<file path="src/sv/assert_macros.svh">
// ---------------------------------------------------------------------------
// assert_macros.svh
// Concurrent assertion shorthands used by the decoder core RTL.
// ---------------------------------------------------------------------------
`ifndef ASSERT_MACROS_SVH
`define ASSERT_MACROS_SVH

// Check a condition at every clock edge outside reset.
`define RLP_ASSERT_ALWAYS(lbl, expr, msg) \
  lbl: assert property (@(posedge clk_i) disable iff (!rst_ni) (expr)) \
    else $error(msg);

// Check a consequent in the same cycle as its antecedent.
`define RLP_ASSERT_IMPL(lbl, ante, cons, msg) \
  lbl: assert property (@(posedge clk_i) disable iff (!rst_ni) (ante) |-> (cons)) \
    else $error(msg);

// Check a consequent in the cycle after its antecedent.
`define RLP_ASSERT_NEXT(lbl, ante, cons, msg) \
  lbl: assert property (@(posedge clk_i) disable iff (!rst_ni) (ante) |=> (cons)) \
    else $error(msg);

`endif

</file>
<file path="src/sv/rlp_pkg.sv">
// ---------------------------------------------------------------------------
// rlp_pkg
// Types and constants of the RLP stream decoder.
// ---------------------------------------------------------------------------
`timescale 1ns / 1ps

package rlp_pkg;

  localparam logic [31:0] POS_MAX = 32'hFFFF_FFFF;

  // Header byte boundaries
  localparam logic [7:0] SINGLE_MAX     = 8'h7F;
  localparam logic [7:0] SHORT_STR_MAX  = 8'hB7;
  localparam logic [7:0] LONG_STR_MAX   = 8'hBF;
  localparam logic [7:0] SHORT_LIST_MAX = 8'hF7;
  localparam logic [7:0] STR_BASE       = 8'h80;
  localparam logic [7:0] LIST_BASE      = 8'hC0;
  localparam logic [7:0] LONG_STR_BIAS  = 8'hB7;
  localparam logic [7:0] LONG_LIST_BIAS = 8'hF7;

  typedef enum logic [3:0] {
    ROLE_SINGLE     = 4'd0,
    ROLE_SHORT_STR  = 4'd1,
    ROLE_LONG_STR   = 4'd2,
    ROLE_STR_LEN    = 4'd3,
    ROLE_PAYLOAD    = 4'd4,
    ROLE_SHORT_LIST = 4'd5,
    ROLE_LONG_LIST  = 4'd6,
    ROLE_LIST_LEN   = 4'd7,
    ROLE_IGNORED    = 4'd8
  } role_e;

  typedef enum logic [2:0] {
    ERR_OK         = 3'd0,
    ERR_TRUNC_STR  = 3'd1,
    ERR_TRUNC_LEN  = 3'd2,
    ERR_TRUNC_LIST = 3'd3,
    ERR_EXTRA      = 3'd4,
    ERR_TOO_DEEP   = 3'd5,
    ERR_WIDE       = 3'd6,
    ERR_ENDED      = 3'd7
  } err_e;

  typedef enum logic [2:0] {
    PH_HDR = 3'b001,
    PH_LEN = 3'b010,
    PH_PAY = 3'b100
  } phase_e;

  typedef struct packed {
    logic [7:0] byte_value;
    logic       last_byte;
  } in_t;

  typedef struct packed {
    logic [7:0] echo_byte;
    role_e      byte_role;
    logic [4:0] nest_depth;
    logic       string_done;
    logic [4:0] lists_closed;
    logic       message_done;
    err_e       error_code;
  } out_t;

  // Fixed-width parser control state
  typedef struct packed {
    logic [31:0] byte_position;
    phase_e      parse_phase;
    logic [3:0]  length_bytes_left;
    logic        pending_is_list;
    logic [31:0] string_end_position;
    logic        top_item_done;
    err_e        sticky_error;
  } ctl_t;

  localparam ctl_t CTL_RESET = '{
    byte_position:       32'd0,
    parse_phase:         PH_HDR,
    length_bytes_left:   4'd0,
    pending_is_list:     1'b0,
    string_end_position: 32'd0,
    top_item_done:       1'b0,
    sticky_error:        ERR_OK
  };

endpackage

</file>
<file path="src/sv/rlp_stream_decoder_core.sv">
// ---------------------------------------------------------------------------
// rlp_stream_decoder_core - streaming RLP decoder, one byte per transfer
// A byte passes the input register, then the result register, to the output.
// Throughput: 1 byte per cycle unless the result side stalls; the stack top
//   lives in flops and the entry beneath its run is prefetched from the RAM.
// Reset: async, clears all control state; the stack RAM needs no clearing pass.
// ---------------------------------------------------------------------------
`timescale 1ns / 1ps
`include "assert_macros.svh"

module rlp_stream_decoder_core #(
  parameter int unsigned MAX_DEPTH = 16,
  parameter int unsigned LEN_BITS  = 32
) (
  input  logic           clk_i,
  input  logic           rst_ni,
  input  logic           in_valid_i,
  output logic           in_ready_o,
  input  rlp_pkg::in_t   in_data_i,
  output logic           out_valid_o,
  input  logic           out_ready_i,
  output rlp_pkg::out_t  out_data_o
);

  localparam int unsigned LVL_W = $clog2(MAX_DEPTH + 1);
  localparam int unsigned DUP_W = (MAX_DEPTH > 1) ? $clog2(MAX_DEPTH) : 1;
  localparam int unsigned AW    = (MAX_DEPTH > 1) ? $clog2(MAX_DEPTH) : 1;
  localparam int unsigned ENT_W = 32 + DUP_W;

  // Input stage: one byte waiting to be decoded
  logic          s1_valid_q, s1_valid_d;
  rlp_pkg::in_t  s1_data_q;

  // Result stage
  logic          out_valid_q, out_valid_d;
  rlp_pkg::out_t out_data_q;

  // Parser state; the stack top is cached next to the RAM copy
  rlp_pkg::ctl_t       ctl_q, ctl_d;
  logic [LVL_W-1:0]    level_q, level_d;
  logic [LEN_BITS-1:0] acc_q, acc_d;
  logic [31:0]         top_end_q, top_end_d;
  logic [DUP_W-1:0]    top_dup_q, top_dup_d;

  rlp_pkg::out_t       step_res;
  rlp_pkg::ctl_t       step_ctl;
  logic [LVL_W-1:0]    step_level;
  logic [LEN_BITS-1:0] step_acc;
  logic [31:0]         step_top_end;
  logic [DUP_W-1:0]    step_top_dup;
  logic                step_push;

  logic                adv;
  logic                in_xfer;
  logic                ram_we;
  logic [LVL_W-1:0]    rd_idx;
  logic [ENT_W-1:0]    ram_rdata;
  logic [31:0]         below_end;
  logic [DUP_W-1:0]    below_dup;

  // Advance the decoded byte into the result register whenever the result
  // slot is free or is being drained in this cycle. Every state update happens
  // on this edge, so the next byte always sees the state the previous one left.
  assign adv     = s1_valid_q && (!out_valid_q || out_ready_i);
  assign in_xfer = in_valid_i && in_ready_o;

  // Accept a new byte while the input stage is empty or moves on now
  assign in_ready_o = !s1_valid_q || adv;

  assign s1_valid_d  = in_xfer ? 1'b1 : (adv ? 1'b0 : s1_valid_q);
  assign out_valid_d = adv ? 1'b1 : (out_ready_i ? 1'b0 : out_valid_q);

  rlp_step #(
    .MAX_DEPTH (MAX_DEPTH),
    .LEN_BITS  (LEN_BITS)
  ) u_step (
    .in_i        (s1_data_q),
    .ctl_i       (ctl_q),
    .level_i     (level_q),
    .acc_i       (acc_q),
    .top_end_i   (top_end_q),
    .top_dup_i   (top_dup_q),
    .below_end_i (below_end),
    .below_dup_i (below_dup),
    .res_o       (step_res),
    .ctl_o       (step_ctl),
    .level_o     (step_level),
    .acc_o       (step_acc),
    .top_end_o   (step_top_end),
    .top_dup_o   (step_top_dup),
    .push_o      (step_push)
  );

  // Hold the state unless a byte is transferred into the result register
  assign ctl_d     = adv ? step_ctl     : ctl_q;
  assign level_d   = adv ? step_level   : level_q;
  assign acc_d     = adv ? step_acc     : acc_q;
  assign top_end_d = adv ? step_top_end : top_end_q;
  assign top_dup_d = adv ? step_top_dup : top_dup_q;

  // Stack RAM. A push writes the new top at the current level. The read port
  // always fetches the entry just beneath the run of equal ends at the top,
  // using the next state, so a pop of that run finds its new top ready. When
  // the stack holds only that run, the address is meaningless and the data
  // is never used.
  assign ram_we = adv && step_push;
  assign rd_idx = level_d - LVL_W'(top_dup_d) - LVL_W'(2);

  rlp_ram #(
    .WIDTH (ENT_W),
    .DEPTH (MAX_DEPTH)
  ) u_stack (
    .clk_i   (clk_i),
    .we_i    (ram_we),
    .waddr_i (level_q[AW-1:0]),
    .wdata_i ({top_end_d, top_dup_d}),
    .raddr_i (rd_idx[AW-1:0]),
    .rdata_o (ram_rdata)
  );

  assign below_end = ram_rdata[ENT_W-1:DUP_W];
  assign below_dup = ram_rdata[DUP_W-1:0];

  // Control state
  always_ff @(posedge clk_i or negedge rst_ni) begin
    if (!rst_ni) begin
      s1_valid_q  <= 1'b0;
      out_valid_q <= 1'b0;
      ctl_q       <= rlp_pkg::CTL_RESET;
      level_q     <= '0;
      acc_q       <= '0;
    end else begin
      s1_valid_q  <= s1_valid_d;
      out_valid_q <= out_valid_d;
      ctl_q       <= ctl_d;
      level_q     <= level_d;
      acc_q       <= acc_d;
    end
  end

  // Payload: input byte, result, cached stack top
  always_ff @(posedge clk_i) begin
    if (in_xfer) begin
      s1_data_q <= in_data_i;
    end
    if (adv) begin
      out_data_q <= step_res;
    end
    top_end_q <= top_end_d;
    top_dup_q <= top_dup_d;
  end

  assign out_valid_o = out_valid_q;
  assign out_data_o  = out_data_q;

  `RLP_ASSERT_ALWAYS(a_level_bound, level_q <= LVL_W'(MAX_DEPTH), "stack level above depth")
  `RLP_ASSERT_IMPL(a_push_room, ram_we, level_q < LVL_W'(MAX_DEPTH), "push into a full stack")
  `RLP_ASSERT_IMPL(a_dup_bound, level_q != '0, LVL_W'(top_dup_q) < level_q, "top run too long")
  `RLP_ASSERT_IMPL(a_done_clean, out_valid_q && out_data_q.message_done, out_data_q.error_code == rlp_pkg::ERR_OK, "message done with error")
  `RLP_ASSERT_NEXT(a_hold_state, s1_valid_q && out_valid_q && !out_ready_i, $stable(level_q) && $stable(ctl_q), "state moved while stalled")

endmodule

</file>
<file path="src/sv/rlp_ram.sv">
// ---------------------------------------------------------------------------
// rlp_ram
// Generic single-write, single-read RAM with registered read data.
// ---------------------------------------------------------------------------
`timescale 1ns / 1ps

module rlp_ram #(
  parameter int unsigned WIDTH = 36,
  parameter int unsigned DEPTH = 16,
  localparam int unsigned AW   = (DEPTH > 1) ? $clog2(DEPTH) : 1
) (
  input  logic             clk_i,
  input  logic             we_i,
  input  logic [AW-1:0]    waddr_i,
  input  logic [WIDTH-1:0] wdata_i,
  input  logic [AW-1:0]    raddr_i,
  output logic [WIDTH-1:0] rdata_o
);

  logic [WIDTH-1:0] mem_q [DEPTH];
  logic [WIDTH-1:0] rdata_q;

  always_ff @(posedge clk_i) begin
    if (we_i) begin
      mem_q[waddr_i] <= wdata_i;
    end
    rdata_q <= mem_q[raddr_i];
  end

  assign rdata_o = rdata_q;

endmodule

</file>
<file path="src/sv/rlp_step.sv">
// ---------------------------------------------------------------------------
// rlp_step
// Next-state and result logic for one message byte.
// ---------------------------------------------------------------------------
`timescale 1ns / 1ps

module rlp_step #(
  parameter int unsigned MAX_DEPTH = 16,
  parameter int unsigned LEN_BITS  = 32,
  localparam int unsigned LVL_W    = $clog2(MAX_DEPTH + 1),
  localparam int unsigned DUP_W    = (MAX_DEPTH > 1) ? $clog2(MAX_DEPTH) : 1
) (
  input  rlp_pkg::in_t          in_i,
  input  rlp_pkg::ctl_t         ctl_i,
  input  logic [LVL_W-1:0]      level_i,
  input  logic [LEN_BITS-1:0]   acc_i,
  input  logic [31:0]           top_end_i,
  input  logic [DUP_W-1:0]      top_dup_i,
  input  logic [31:0]           below_end_i,
  input  logic [DUP_W-1:0]      below_dup_i,
  output rlp_pkg::out_t         res_o,
  output rlp_pkg::ctl_t         ctl_o,
  output logic [LVL_W-1:0]      level_o,
  output logic [LEN_BITS-1:0]   acc_o,
  output logic [31:0]           top_end_o,
  output logic [DUP_W-1:0]      top_dup_o,
  output logic                  push_o
);

  localparam int unsigned SUM_W = ((LEN_BITS > 32) ? LEN_BITS : 32) + 1;
  localparam int unsigned CW    = LVL_W + 1;

  logic [7:0]          b;
  logic [31:0]         start;
  logic                stk_nz;
  logic                end_ge_start;
  logic                is_single;
  logic                is_short_str;
  logic                is_short_list;
  logic                long_is_list;
  logic [3:0]          count;
  logic                err_count;
  logic                acc_over;
  logic [LEN_BITS-1:0] acc_shift;
  logic [3:0]          left_dec;
  logic                bi_list;
  logic [LEN_BITS-1:0] bi_len;
  logic [SUM_W-1:0]    bi_sum;
  logic                bi_wide;
  logic                bi_room;
  logic                bi_zero;
  logic                bi_deep;
  logic [31:0]         bi_end;
  logic [DUP_W-1:0]    bi_dup;

  rlp_pkg::role_e      role;
  rlp_pkg::err_e       err;
  logic [4:0]          depth;
  logic                sdone;
  logic                empty;
  logic                mdone;
  logic                use_begin;
  logic [LVL_W-1:0]    pops;
  logic [LVL_W-1:0]    level_after;
  logic [CW-1:0]       closed;

  assign b            = in_i.byte_value;
  assign start        = ctl_i.byte_position + 32'd1;
  assign stk_nz       = (level_i != '0);
  assign end_ge_start = (top_end_i >= start);

  // Header classes
  assign is_single     = (b <= rlp_pkg::SINGLE_MAX);
  assign is_short_str  = !is_single && (b <= rlp_pkg::SHORT_STR_MAX);
  assign is_short_list = (b >= rlp_pkg::LIST_BASE) && (b <= rlp_pkg::SHORT_LIST_MAX);
  assign long_is_list  = (b > rlp_pkg::LONG_STR_MAX);
  assign count         = long_is_list ? 4'(b - rlp_pkg::LONG_LIST_BIAS)
                                      : 4'(b - rlp_pkg::LONG_STR_BIAS);
  assign err_count     = stk_nz && end_ge_start &&
                         (({1'b0, start} + 33'(count)) > {1'b0, top_end_i});

  // Length byte accumulation, big-endian
  assign acc_over  = ((acc_i >> (LEN_BITS - 8)) != '0);
  assign acc_shift = (acc_i << 8) | LEN_BITS'(b);
  assign left_dec  = (ctl_i.length_bytes_left != 4'd0) ? ctl_i.length_bytes_left - 4'd1 : 4'd0;

  // Item start checks, shared by short headers and the last length byte
  assign bi_list = (ctl_i.parse_phase == rlp_pkg::PH_LEN) ? ctl_i.pending_is_list
                                                          : is_short_list;
  assign bi_len  = (ctl_i.parse_phase == rlp_pkg::PH_LEN) ? acc_shift :
                   is_short_list ? LEN_BITS'(b - rlp_pkg::LIST_BASE)
                                 : LEN_BITS'(b - rlp_pkg::STR_BASE);
  assign bi_sum  = SUM_W'(bi_len) + SUM_W'(start);
  assign bi_wide = (bi_sum > SUM_W'(rlp_pkg::POS_MAX));
  assign bi_room = stk_nz && end_ge_start && (bi_sum > SUM_W'(top_end_i));
  assign bi_zero = (bi_len == '0);
  assign bi_deep = (level_i >= LVL_W'(MAX_DEPTH));
  assign bi_end  = bi_sum[31:0];
  // Count entries below that end at the same place, so a pop needs one compare
  assign bi_dup  = (stk_nz && (top_end_i == bi_end)) ? top_dup_i + DUP_W'(1) : '0;

  assign level_after = level_i - pops;

  always_comb begin
    ctl_o     = ctl_i;
    level_o   = level_i;
    acc_o     = acc_i;
    top_end_o = top_end_i;
    top_dup_o = top_dup_i;
    push_o    = 1'b0;
    role      = rlp_pkg::ROLE_IGNORED;
    err       = rlp_pkg::ERR_OK;
    depth     = 5'd0;
    sdone     = 1'b0;
    empty     = 1'b0;
    mdone     = 1'b0;
    use_begin = 1'b0;
    pops      = '0;
    closed    = '0;

    if (ctl_i.sticky_error != rlp_pkg::ERR_OK) begin
      err = ctl_i.sticky_error;
    end else if (ctl_i.top_item_done) begin
      err = rlp_pkg::ERR_EXTRA;
    end else if (ctl_i.byte_position == rlp_pkg::POS_MAX) begin
      err = rlp_pkg::ERR_WIDE;
    end else begin
      depth = 5'(level_i);
      case (ctl_i.parse_phase)
        rlp_pkg::PH_LEN: begin
          role = ctl_i.pending_is_list ? rlp_pkg::ROLE_LIST_LEN : rlp_pkg::ROLE_STR_LEN;
          if (acc_over) begin
            err = rlp_pkg::ERR_WIDE;
          end else begin
            acc_o                   = acc_shift;
            ctl_o.length_bytes_left = left_dec;
            use_begin               = (left_dec == 4'd0);
          end
        end
        rlp_pkg::PH_PAY: begin
          role = rlp_pkg::ROLE_PAYLOAD;
          if (start == ctl_i.string_end_position) begin
            sdone             = 1'b1;
            ctl_o.parse_phase = rlp_pkg::PH_HDR;
          end
        end
        default: begin
          if (is_single) begin
            role  = rlp_pkg::ROLE_SINGLE;
            sdone = 1'b1;
          end else if (is_short_str) begin
            role      = rlp_pkg::ROLE_SHORT_STR;
            use_begin = 1'b1;
          end else if (is_short_list) begin
            role      = rlp_pkg::ROLE_SHORT_LIST;
            use_begin = 1'b1;
          end else begin
            role = long_is_list ? rlp_pkg::ROLE_LONG_LIST : rlp_pkg::ROLE_LONG_STR;
            if (err_count) begin
              err = rlp_pkg::ERR_TRUNC_LEN;
            end else begin
              ctl_o.pending_is_list   = long_is_list;
              ctl_o.length_bytes_left = count;
              ctl_o.parse_phase       = rlp_pkg::PH_LEN;
              acc_o                   = '0;
            end
          end
        end
      endcase

      if (use_begin) begin
        if (bi_wide) begin
          err = rlp_pkg::ERR_WIDE;
        end else if (bi_room) begin
          err = bi_list ? rlp_pkg::ERR_TRUNC_LIST : rlp_pkg::ERR_TRUNC_STR;
        end else begin
          ctl_o.parse_phase = rlp_pkg::PH_HDR;
          if (bi_zero) begin
            empty = bi_list;
            sdone = !bi_list;
          end else if (bi_list) begin
            if (bi_deep) begin
              err = rlp_pkg::ERR_TOO_DEEP;
            end else begin
              push_o    = 1'b1;
              top_end_o = bi_end;
              top_dup_o = bi_dup;
              level_o   = level_i + LVL_W'(1);
            end
          end else begin
            ctl_o.string_end_position = bi_end;
            ctl_o.parse_phase         = rlp_pkg::PH_PAY;
          end
        end
      end

      if (err == rlp_pkg::ERR_OK) begin
        if (sdone || empty) begin
          // Drop the whole run of lists that end right here
          if (stk_nz && (top_end_i == start)) begin
            pops      = LVL_W'(top_dup_i) + LVL_W'(1);
            top_end_o = below_end_i;
            top_dup_o = below_dup_i;
          end
          level_o = level_after;
          if (level_after == '0) begin
            ctl_o.top_item_done = 1'b1;
            mdone               = 1'b1;
          end
        end
        closed = CW'(empty) + CW'(pops);
      end else begin
        ctl_o.sticky_error = err;
        sdone              = 1'b0;
      end
      ctl_o.byte_position = ctl_i.byte_position + 32'd1;
    end

    if (in_i.last_byte) begin
      if ((err == rlp_pkg::ERR_OK) && !ctl_o.top_item_done) begin
        err = rlp_pkg::ERR_ENDED;
      end
      ctl_o   = rlp_pkg::CTL_RESET;
      level_o = '0;
      acc_o   = '0;
    end
  end

  always_comb begin
    res_o              = '0;
    res_o.echo_byte    = b;
    res_o.byte_role    = role;
    res_o.nest_depth   = depth;
    res_o.string_done  = sdone;
    res_o.lists_closed = 5'(closed);
    res_o.message_done = mdone;
    res_o.error_code   = err;
  end

endmodule

</file>
<file path="config.mk">
export PLATFORM = sky130hd
export DESIGN_NAME = rlp_stream_decoder_core
export DESIGN_NICKNAME = d
export VERILOG_FILES = /design/src/sv/rlp_pkg.sv /design/src/sv/rlp_stream_decoder_core.sv /design/src/sv/rlp_ram.sv /design/src/sv/rlp_step.sv
export VERILOG_INCLUDE_DIRS = /design/src /design/src/sv
export SDC_FILE = /design/constraint.sdc
export NUM_CORES = 1
export LEC_CHECK = 0
export ABC_CLOCK_PERIOD_IN_PS = 10500
export BUFFER_PORTS_ARGS = -buffer_cell sky130_fd_sc_hd__clkbuf_2
export CELL_PAD_IN_SITES_DETAIL_PLACEMENT = 0
export CELL_PAD_IN_SITES_GLOBAL_PLACEMENT = 2
export CORE_ASPECT_RATIO = 0.6
export CORE_UTILIZATION = 40
export DETAILED_ROUTE_END_ITERATION = 10
export GPL_TIMING_DRIVEN = 0
export PLACE_DENSITY_LB_ADDON = 0.25
export SETUP_SLACK_MARGIN = 0.4
export SLEW_MARGIN = 10
export SYNTH_ARGS = -nofsm -noshare
export SYNTH_HDL_FRONTEND = slang
export SYNTH_HIERARCHICAL = 1
export SYNTH_SLANG_ARGS = --single-unit
</file>
<file path="constraint.sdc">
create_clock -name clk_i -period 10.5 [get_ports clk_i]
set_clock_uncertainty 0.05 [all_clocks]
set_input_delay 0 -clock clk_i [delete_from_list [all_inputs] [get_ports clk_i]]
set_output_delay 0 -clock clk_i [all_outputs]
set_load 0.01 [all_outputs]
</file>
# Word level (Yosys, flattened, before mapping)
# Memories as Yosys holds them, arrays and structs flattened. A register that Yosys moved wholly into a read port is not among the register bits.
# Cells that the tools add are included.
# Widths: inputs -> output; s select.
# totals
ff_bits	187
ram_bits	576
out_inout_bits	29
elab_cells	273
memories	1
# classes
add_sub_neg	15
n_lt_le_gt_ge	10
eq_ne	25
mux	159
bitwise_logic	2
reduce_logical	39
# mem_list
name	depth	word_bits	rd	rd_clocked_by_memory_dff	wr	line_no	source
u_stack.mem_q	16	36	1	1	1	rlp_ram.sv:20	logic [WIDTH-1:0] mem_q [DEPTH];
# op_table
op	n
$mux 32	29
$mux 76	4
$mux 5	23
$eq 32x32->1	3
$mux 4	20
$mux 3	26
$gt 33x32->1	2
$pmux 32 s2	1
$mux 1	43
$add 32x32->33	1
$add 32x4->33	1
$gt 33x32->1 const B	1
$add 32x1->32 const B	1
$eq 32x32->1 const B	1
$ge 32x32->1	1
$logic_not 32->1	1
$mux 8	4
$or 32x8->32	1
$reduce_bool 32->1	1
$ne 2x2->1 const B	13
$reduce_and 9->1	2
$sub 8x8->9 const B	2
$le 8x8->1 const B	2
$pmux 4 s2	2
other kinds (37)	65

# Depth between registers and ports, before layout
# logic_depth
ltp_word	40
ltp_mapped	50
depth_no_buf	44

# Hierarchy
# Netlist, hierarchy kept.
# by_module_without_submodules
module	instances	cells_per_inst	area_per_inst_um2	seq_area_each_um2
rlp_ram	1	938	22318.9	18017.3
rlp_step	1	1780	11273.3	0.0
rlp_stream_decoder_core	1	683	6830.3	4680.7

# Least setup slack after synthesis
# Ideal clock, no wire load.
# synth_path
path_type	flip-flop to flip-flop
from	register ctl_q[45] (netlist bit)
to	memory u_stack.mem_q[0][0], enable pin
setup_ps	474
arrival_ps	9349
required_ps	9976
slack_ps	627
path_stages_with_launch	32
n_path_buf	5
path_cell_list	dfrtp_1 > ha_1 > buf_6 > and3_1 > buf_2 > nand3_1 > clkbuf_1 > or3_1 > xor2_1 > inv_1 > ha_1 > clkbuf_1 > nor2b_1 > o21ai_0 > nand2b_1 > nor3_1 > o21ai_0 > a21o_1 > nor3b_1 > nor3_1 > ha_1 > a2111oi_0 > nand2_1 > o21ai_0 > o211ai_1 > nor3_1 > nand3b_1 > clkbuf_1 > nor2_1 > and3_1 > or3b_2 > nor3_1
# synth_via
elab_chain_len	13
# synth_lines
item	line_no	source
from (decl)	rlp_stream_decoder_core.sv:39	rlp_pkg::ctl_t ctl_q, ctl_d;
from (signal assigned)	rlp_stream_decoder_core.sv:129	ctl_q <= rlp_pkg::CTL_RESET;
from (signal assigned)	rlp_stream_decoder_core.sv:135	ctl_q <= ctl_d;
$add 32x1->32	rlp_step.sv:68	assign start = ctl_i.byte_position + 32'd1;
$add 32x32->33 / $ge 32x32->1 (equally long branches)	rlp_step.sv:93, rlp_step.sv:70	
$gt 33x32->1 / $logic_and 1x1->1 (equally long branches)	rlp_step.sv:95	assign bi_room = stk_nz && end_ge_start && (bi_sum > SUM_W'(top_end_i));
$logic_and 1x1->1	rlp_step.sv:95	
$mux 1	rlp_step.sv:174	end else if (bi_room) begin
$mux 1	rlp_step.sv:172	if (bi_wide) begin
$mux 1	rlp_step.sv:171	if (use_begin) begin
$mux 1 (*)	rlp_step.sv:125	end else if (ctl_i.byte_position == rlp_pkg::POS_MAX) begin
$mux 1 (*)	rlp_step.sv:123	end else if (ctl_i.top_item_done) begin
$mux 1 (*)	rlp_step.sv:121	if (ctl_i.sticky_error != rlp_pkg::ERR_OK) begin
via step_push	rlp_stream_decoder_core.sv:51	logic step_push;
$logic_and 1x1->1 (*)	rlp_stream_decoder_core.sv:106	assign ram_we = adv && step_push;
via ram_we	rlp_stream_decoder_core.sv:55	logic ram_we;
$mux 1 (*)	rlp_ram.sv:24	if (we_i) begin
$mux 1 (not written as such) (*)	rlp_ram.sv:25	mem_q[waddr_i] <= wdata_i;
to (decl)	rlp_ram.sv:20	
# The timed path passes the listed nets; every way through them passes the cells marked *.

# Worst setup path in the final report
# layout_path
from	register ctl_q[41] (netlist bit)
to	register u_stack.rdata_q[33] (netlist: u_stack/rdata_o[33]), read port of u_stack.mem_q
# layout_via
elab_chain_len	31
# layout_lines
item	line_no	source
$eq 3x2->1	rlp_step.sv:88, rlp_step.sv:90, rlp_step.sv:129	
$mux 32	rlp_step.sv:90	assign bi_len = (ctl_i.parse_phase == rlp_pkg::PH_LEN) ? acc_shift :
$add 32x32->33	rlp_step.sv:93	assign bi_sum = SUM_W'(bi_len) + SUM_W'(start);
$gt 33x32->1	rlp_step.sv:95	
$logic_and 1x1->1	rlp_step.sv:95	
$mux 1	rlp_step.sv:174	
$mux 1	rlp_step.sv:172	
$mux 1	rlp_step.sv:171	
[17 not listed]	-	
$mux 5 (*)	rlp_step.sv:123	
$mux 5 (*)	rlp_step.sv:121	
$mux 5 (*)	rlp_step.sv:219	if (in_i.last_byte) begin
via step_level[1]	rlp_stream_decoder_core.sv:47	logic [LVL_W-1:0] step_level;
$mux 5 (*)	rlp_stream_decoder_core.sv:96	assign level_d = adv ? step_level : level_q;
$sub 4x4->4 (*)	rlp_stream_decoder_core.sv:107	assign rd_idx = level_d - LVL_W'(top_dup_d) - LVL_W'(2);
$sub 4x2->4 (*)	rlp_stream_decoder_core.sv:107	
via rd_idx[3]	rlp_stream_decoder_core.sv:56	logic [LVL_W-1:0] rd_idx;
to (decl)	rlp_ram.sv:21	logic [WIDTH-1:0] rdata_q;
# The timed path passes the listed nets; every way through them passes the cells marked *. The select of a mux whose other input is x is not followed.
# A chain may end at the register's enable or synchronous reset.

==> results.json <==
{
  "synthFlopType": "edfxtp_1",
  "core_area_um2": 99200,
  "die_area_um2": 102000,
  "ys_warn_count": 6,
  "p_comb_share_pct": 46.8,
  "syn_nets": 3570,
  "arrival_ns": 10.37,
  "dp_hpwl_mm": 105,
  "crit_start": "ctl_q[41]",
  "cp_max_fo": 10,
  "finalHoldViolCount": 0,
  "min_period_ns": 9.88,
  "cts_buffers": 78,
  "final_layout_size_suffix_gt1_share_pct": 22.3,
  "power_mw": 13.7,
  "synth_edf_count": 612,
  "clkTransAtPathRegs_ns": 0.07,
  "required_ns": 10.99,
  "worstReg2RegStart": "ctl_q[41]",
  "synthCells": 3401,
  "synth.most_common_cell": "nand2_1",
  "rows": 89,
  "die_h_um": 248,
  "async_flop_share_pct": 14.4,
  "min_from": "out_ready_i",
  "hold_path_class": "input port to flop",
  "ant_nets": 0,
  "slew_headroom_pct": 9.73,
  "p_seq_share_pct": 31.6,
  "syn_area_per_cell_um2": 11.9,
  "clkPwrFrac_pct": 21.6,
  "crit_path_end_kind": "flop",
  "synth_seq_cells": 799,
  "die_x_um": 412,
  "grt_pass1_wl_mm": 203,
  "internal_power_mw": 8.06,
  "powerDensity_nw_per_um2": 283,
  "start_util_pct": 40.7,
  "setup_violations": 0,
  "synth.area.top_cells": "edfxtp_1 45%, mux4_2 8.0%, dfrtp_1 7.1%, nand2_1 5.8%, ha_1 4.7%",
  "synthesis.area_um2": 40400,
  "whs_ns": 0.209,
  "gr-usage-all-layers_pct": 27.8,
  "yosysUniqueCellTypes": 89,
  "ys_seq_area_share_pct": 56.2,
  "antenna_found_initial": 4,
  "gp_congestion": 0.957,
  "drc": 0,
  "finalCritPeriodShare_pct": 94.1,
  "drv_cap": 0,
  "yosysTopAreaCell": "edfxtp_1",
  "crit_top_cell": "ha_1",
  "firstDrtPassIters": 5,
  "htreeDepth": 3,
  "numPortBuffers": 41,
  "switchingPower_mw": 5.69,
  "cts-root-buf": "clkbuf_16",
  "synthTopCellsByCount": "628 x nand2_1, 612 x edfxtp_1, 212 x nor2_1",
  "routedWlPerCell_um": 27.9,
  "cpPeakStageDelay_ns": 0.53,
  "final_cells": 5078,
  "insertion_delay_ns": 0.68,
  "swShare_pct": 41.4,
  "p_leak_nw": 18.6,
  "io_pins": 42,
  "cp_slowest_cell": "dfstp_2",
  "slew_violations": 0,
  "grt_pass1_vias": 28100,
  "multiInputGateArea_um2": 17800,
  "cts_sinks": 799,
  "rsz0062_at_grt": "no",
  "dp_cells": 4799,
  "wl_mm": 142,
  "status": "complete, no violations",
  "vias": 29800,
  "grt-ovfl-total": 0,
  "clockBufferDepth": 3,
  "final_nets": 3860,
  "ir_drop_mv": 0.284,
  "tightest_slew_ns": 1.35,
  "timing.fmax_ghz": 0.101,
  "via_per_inst": 5.87,
  "regArea_um2": 22700,
  "path_class": "flop to flop",
  "syn_to_final_growth_pct": 20.4,
  "grt_max_degree": 81,
  "fill_cells": 8714,
  "drt_iter0_drc": 3605,
  "cts_tree": "done",
  "netlist.area_leader.share_pct": 45.5,
  "start_kind": "flop"
}
==> worst max-delay path: cells and delay by family, from the launching register on <==
kind,cells,cell delay [ns]
AOI/OAI and AO/OA,12,2.53
xor gates and xnor gates,3,0.54
and+or+nand+nor,12,2.12
DFF,1,0.53
buffers and inverters,13,1.90
muxes,1,0.28
adders and majority gates,6,1.77
==> final timing paths <==
check	end	slack [ns]	depth (start not counted)
hold / removal	out_valid_o	0.21	4
setup / recovery	u_stack/rdata_o[33]	0.62	47
hold reg to reg	ctl_q[41]	0.41	2
max in group asynchronous	ctl_q[45]	9.45	4
min in group asynchronous	ctl_q[41]	0.40	3
setup reg to reg	u_stack/rdata_o[33]	0.62	47
==> routing by layer <==
metal / up-vias / GRT usage, % / wire, um
met3: 142 / 6.20 / 13500
met1: 15200 / 47.1 / 73600
met2: 1239 / 34.8 / 52600
met5: - / 0 / 19
met4: 2 / 5.31 / 2100
li1: 13200 / - / -
==> flip-flops by register name (all words and copies together) (netlist names) <==
register / flops
acc_q: 32
out_valid_o: 1
s1_data_q: 9
ctl_q: 76
s1_valid_q: 1
u_stack/rdata_o: 36
level_q: 5
top_end_q: 32
u_stack/mem_q: 576
top_dup_q: 4
out_data_o: 27
==> power groups by stage <==
stage	sequential, mW	combinational (mW)	clock, mW
2_1_floorplan	4.25	3.36	0
3_5_place_dp	4.42	5.42	0
3_3_place_gp	4.41	5.34	0
6_report	4.34	6.44	2.97
4_1_cts	4.34	6.05	3.04
5_1_grt	4.37	6.86	3.15
==> area by class of cell <==
type	count	area share, %
Antenna cell	4	0.0206
Buffer	190	2.79
Clock buffer	105	4.47
Clock inverter	39	1.11
Inverter	143	1.10
Multi-Input combinational cell	2269	36.5
Sequential cell	799	46.6
Tap cell	1319	3.39
Timing Repair Buffer	210	3.98
==> per-stage QoR <==
step	TNS [ns]	util (%)	instance area, um2	setup WS [ns]
after global routing	0	49.0	48700	0.317
after detailed placement	-1582.24	43.3	43000	-4.58
final	0	49.0	48700	0.622
after CTS	0	48.0	47600	0.430
after floorplan	0	-	40400	0.627
after global placement	-3265.98	42.6	42300	-6.62
==> layout by cell type, fill, tap and decap left out, types with 66 or more instances in the layout <==
master / count
nand2_1: 613
edfxtp_1: 612
a21oi_1: 190
nor2_1: 188
ha_1: 145
mux4_2: 144
buf_4: 143
inv_1: 137
dfrtp_1: 113
clkbuf_16: 83
dfxtp_1: 72
o21ai_0: 67
xnor2_1: 66
clkbuf_1: 66
==> timing repair <==
action                     4_1_cts  5_1_grt
setup endpoints to repair     1271      104
gates cloned                     0        1
hold buffers                    24        0
buffers inserted                64       42
hold endpoints to repair       151        0
pin swaps                       44       65
resized for setup              248      151
==> kinds of logic (layout without fill, tap and decap cells) <==
group / Yosys count / count (layout) / synth area share [%]
muxes: 152 / 152 / 8.24
buffers and inverters: 333 / 687 / 3.87
DFF: 799 / 799 / 56.2
other: 0 / 4 / 0
xor gates and xnor gates: 137 / 137 / 3.11
AOI/OAI and AO/OA: 634 / 634 / 10.3
and+or+nand+nor: 1190 / 1190 / 13.4
adders and majority gates: 156 / 156 / 4.90
No activity file was read; power rests on OpenSTA's default activity.
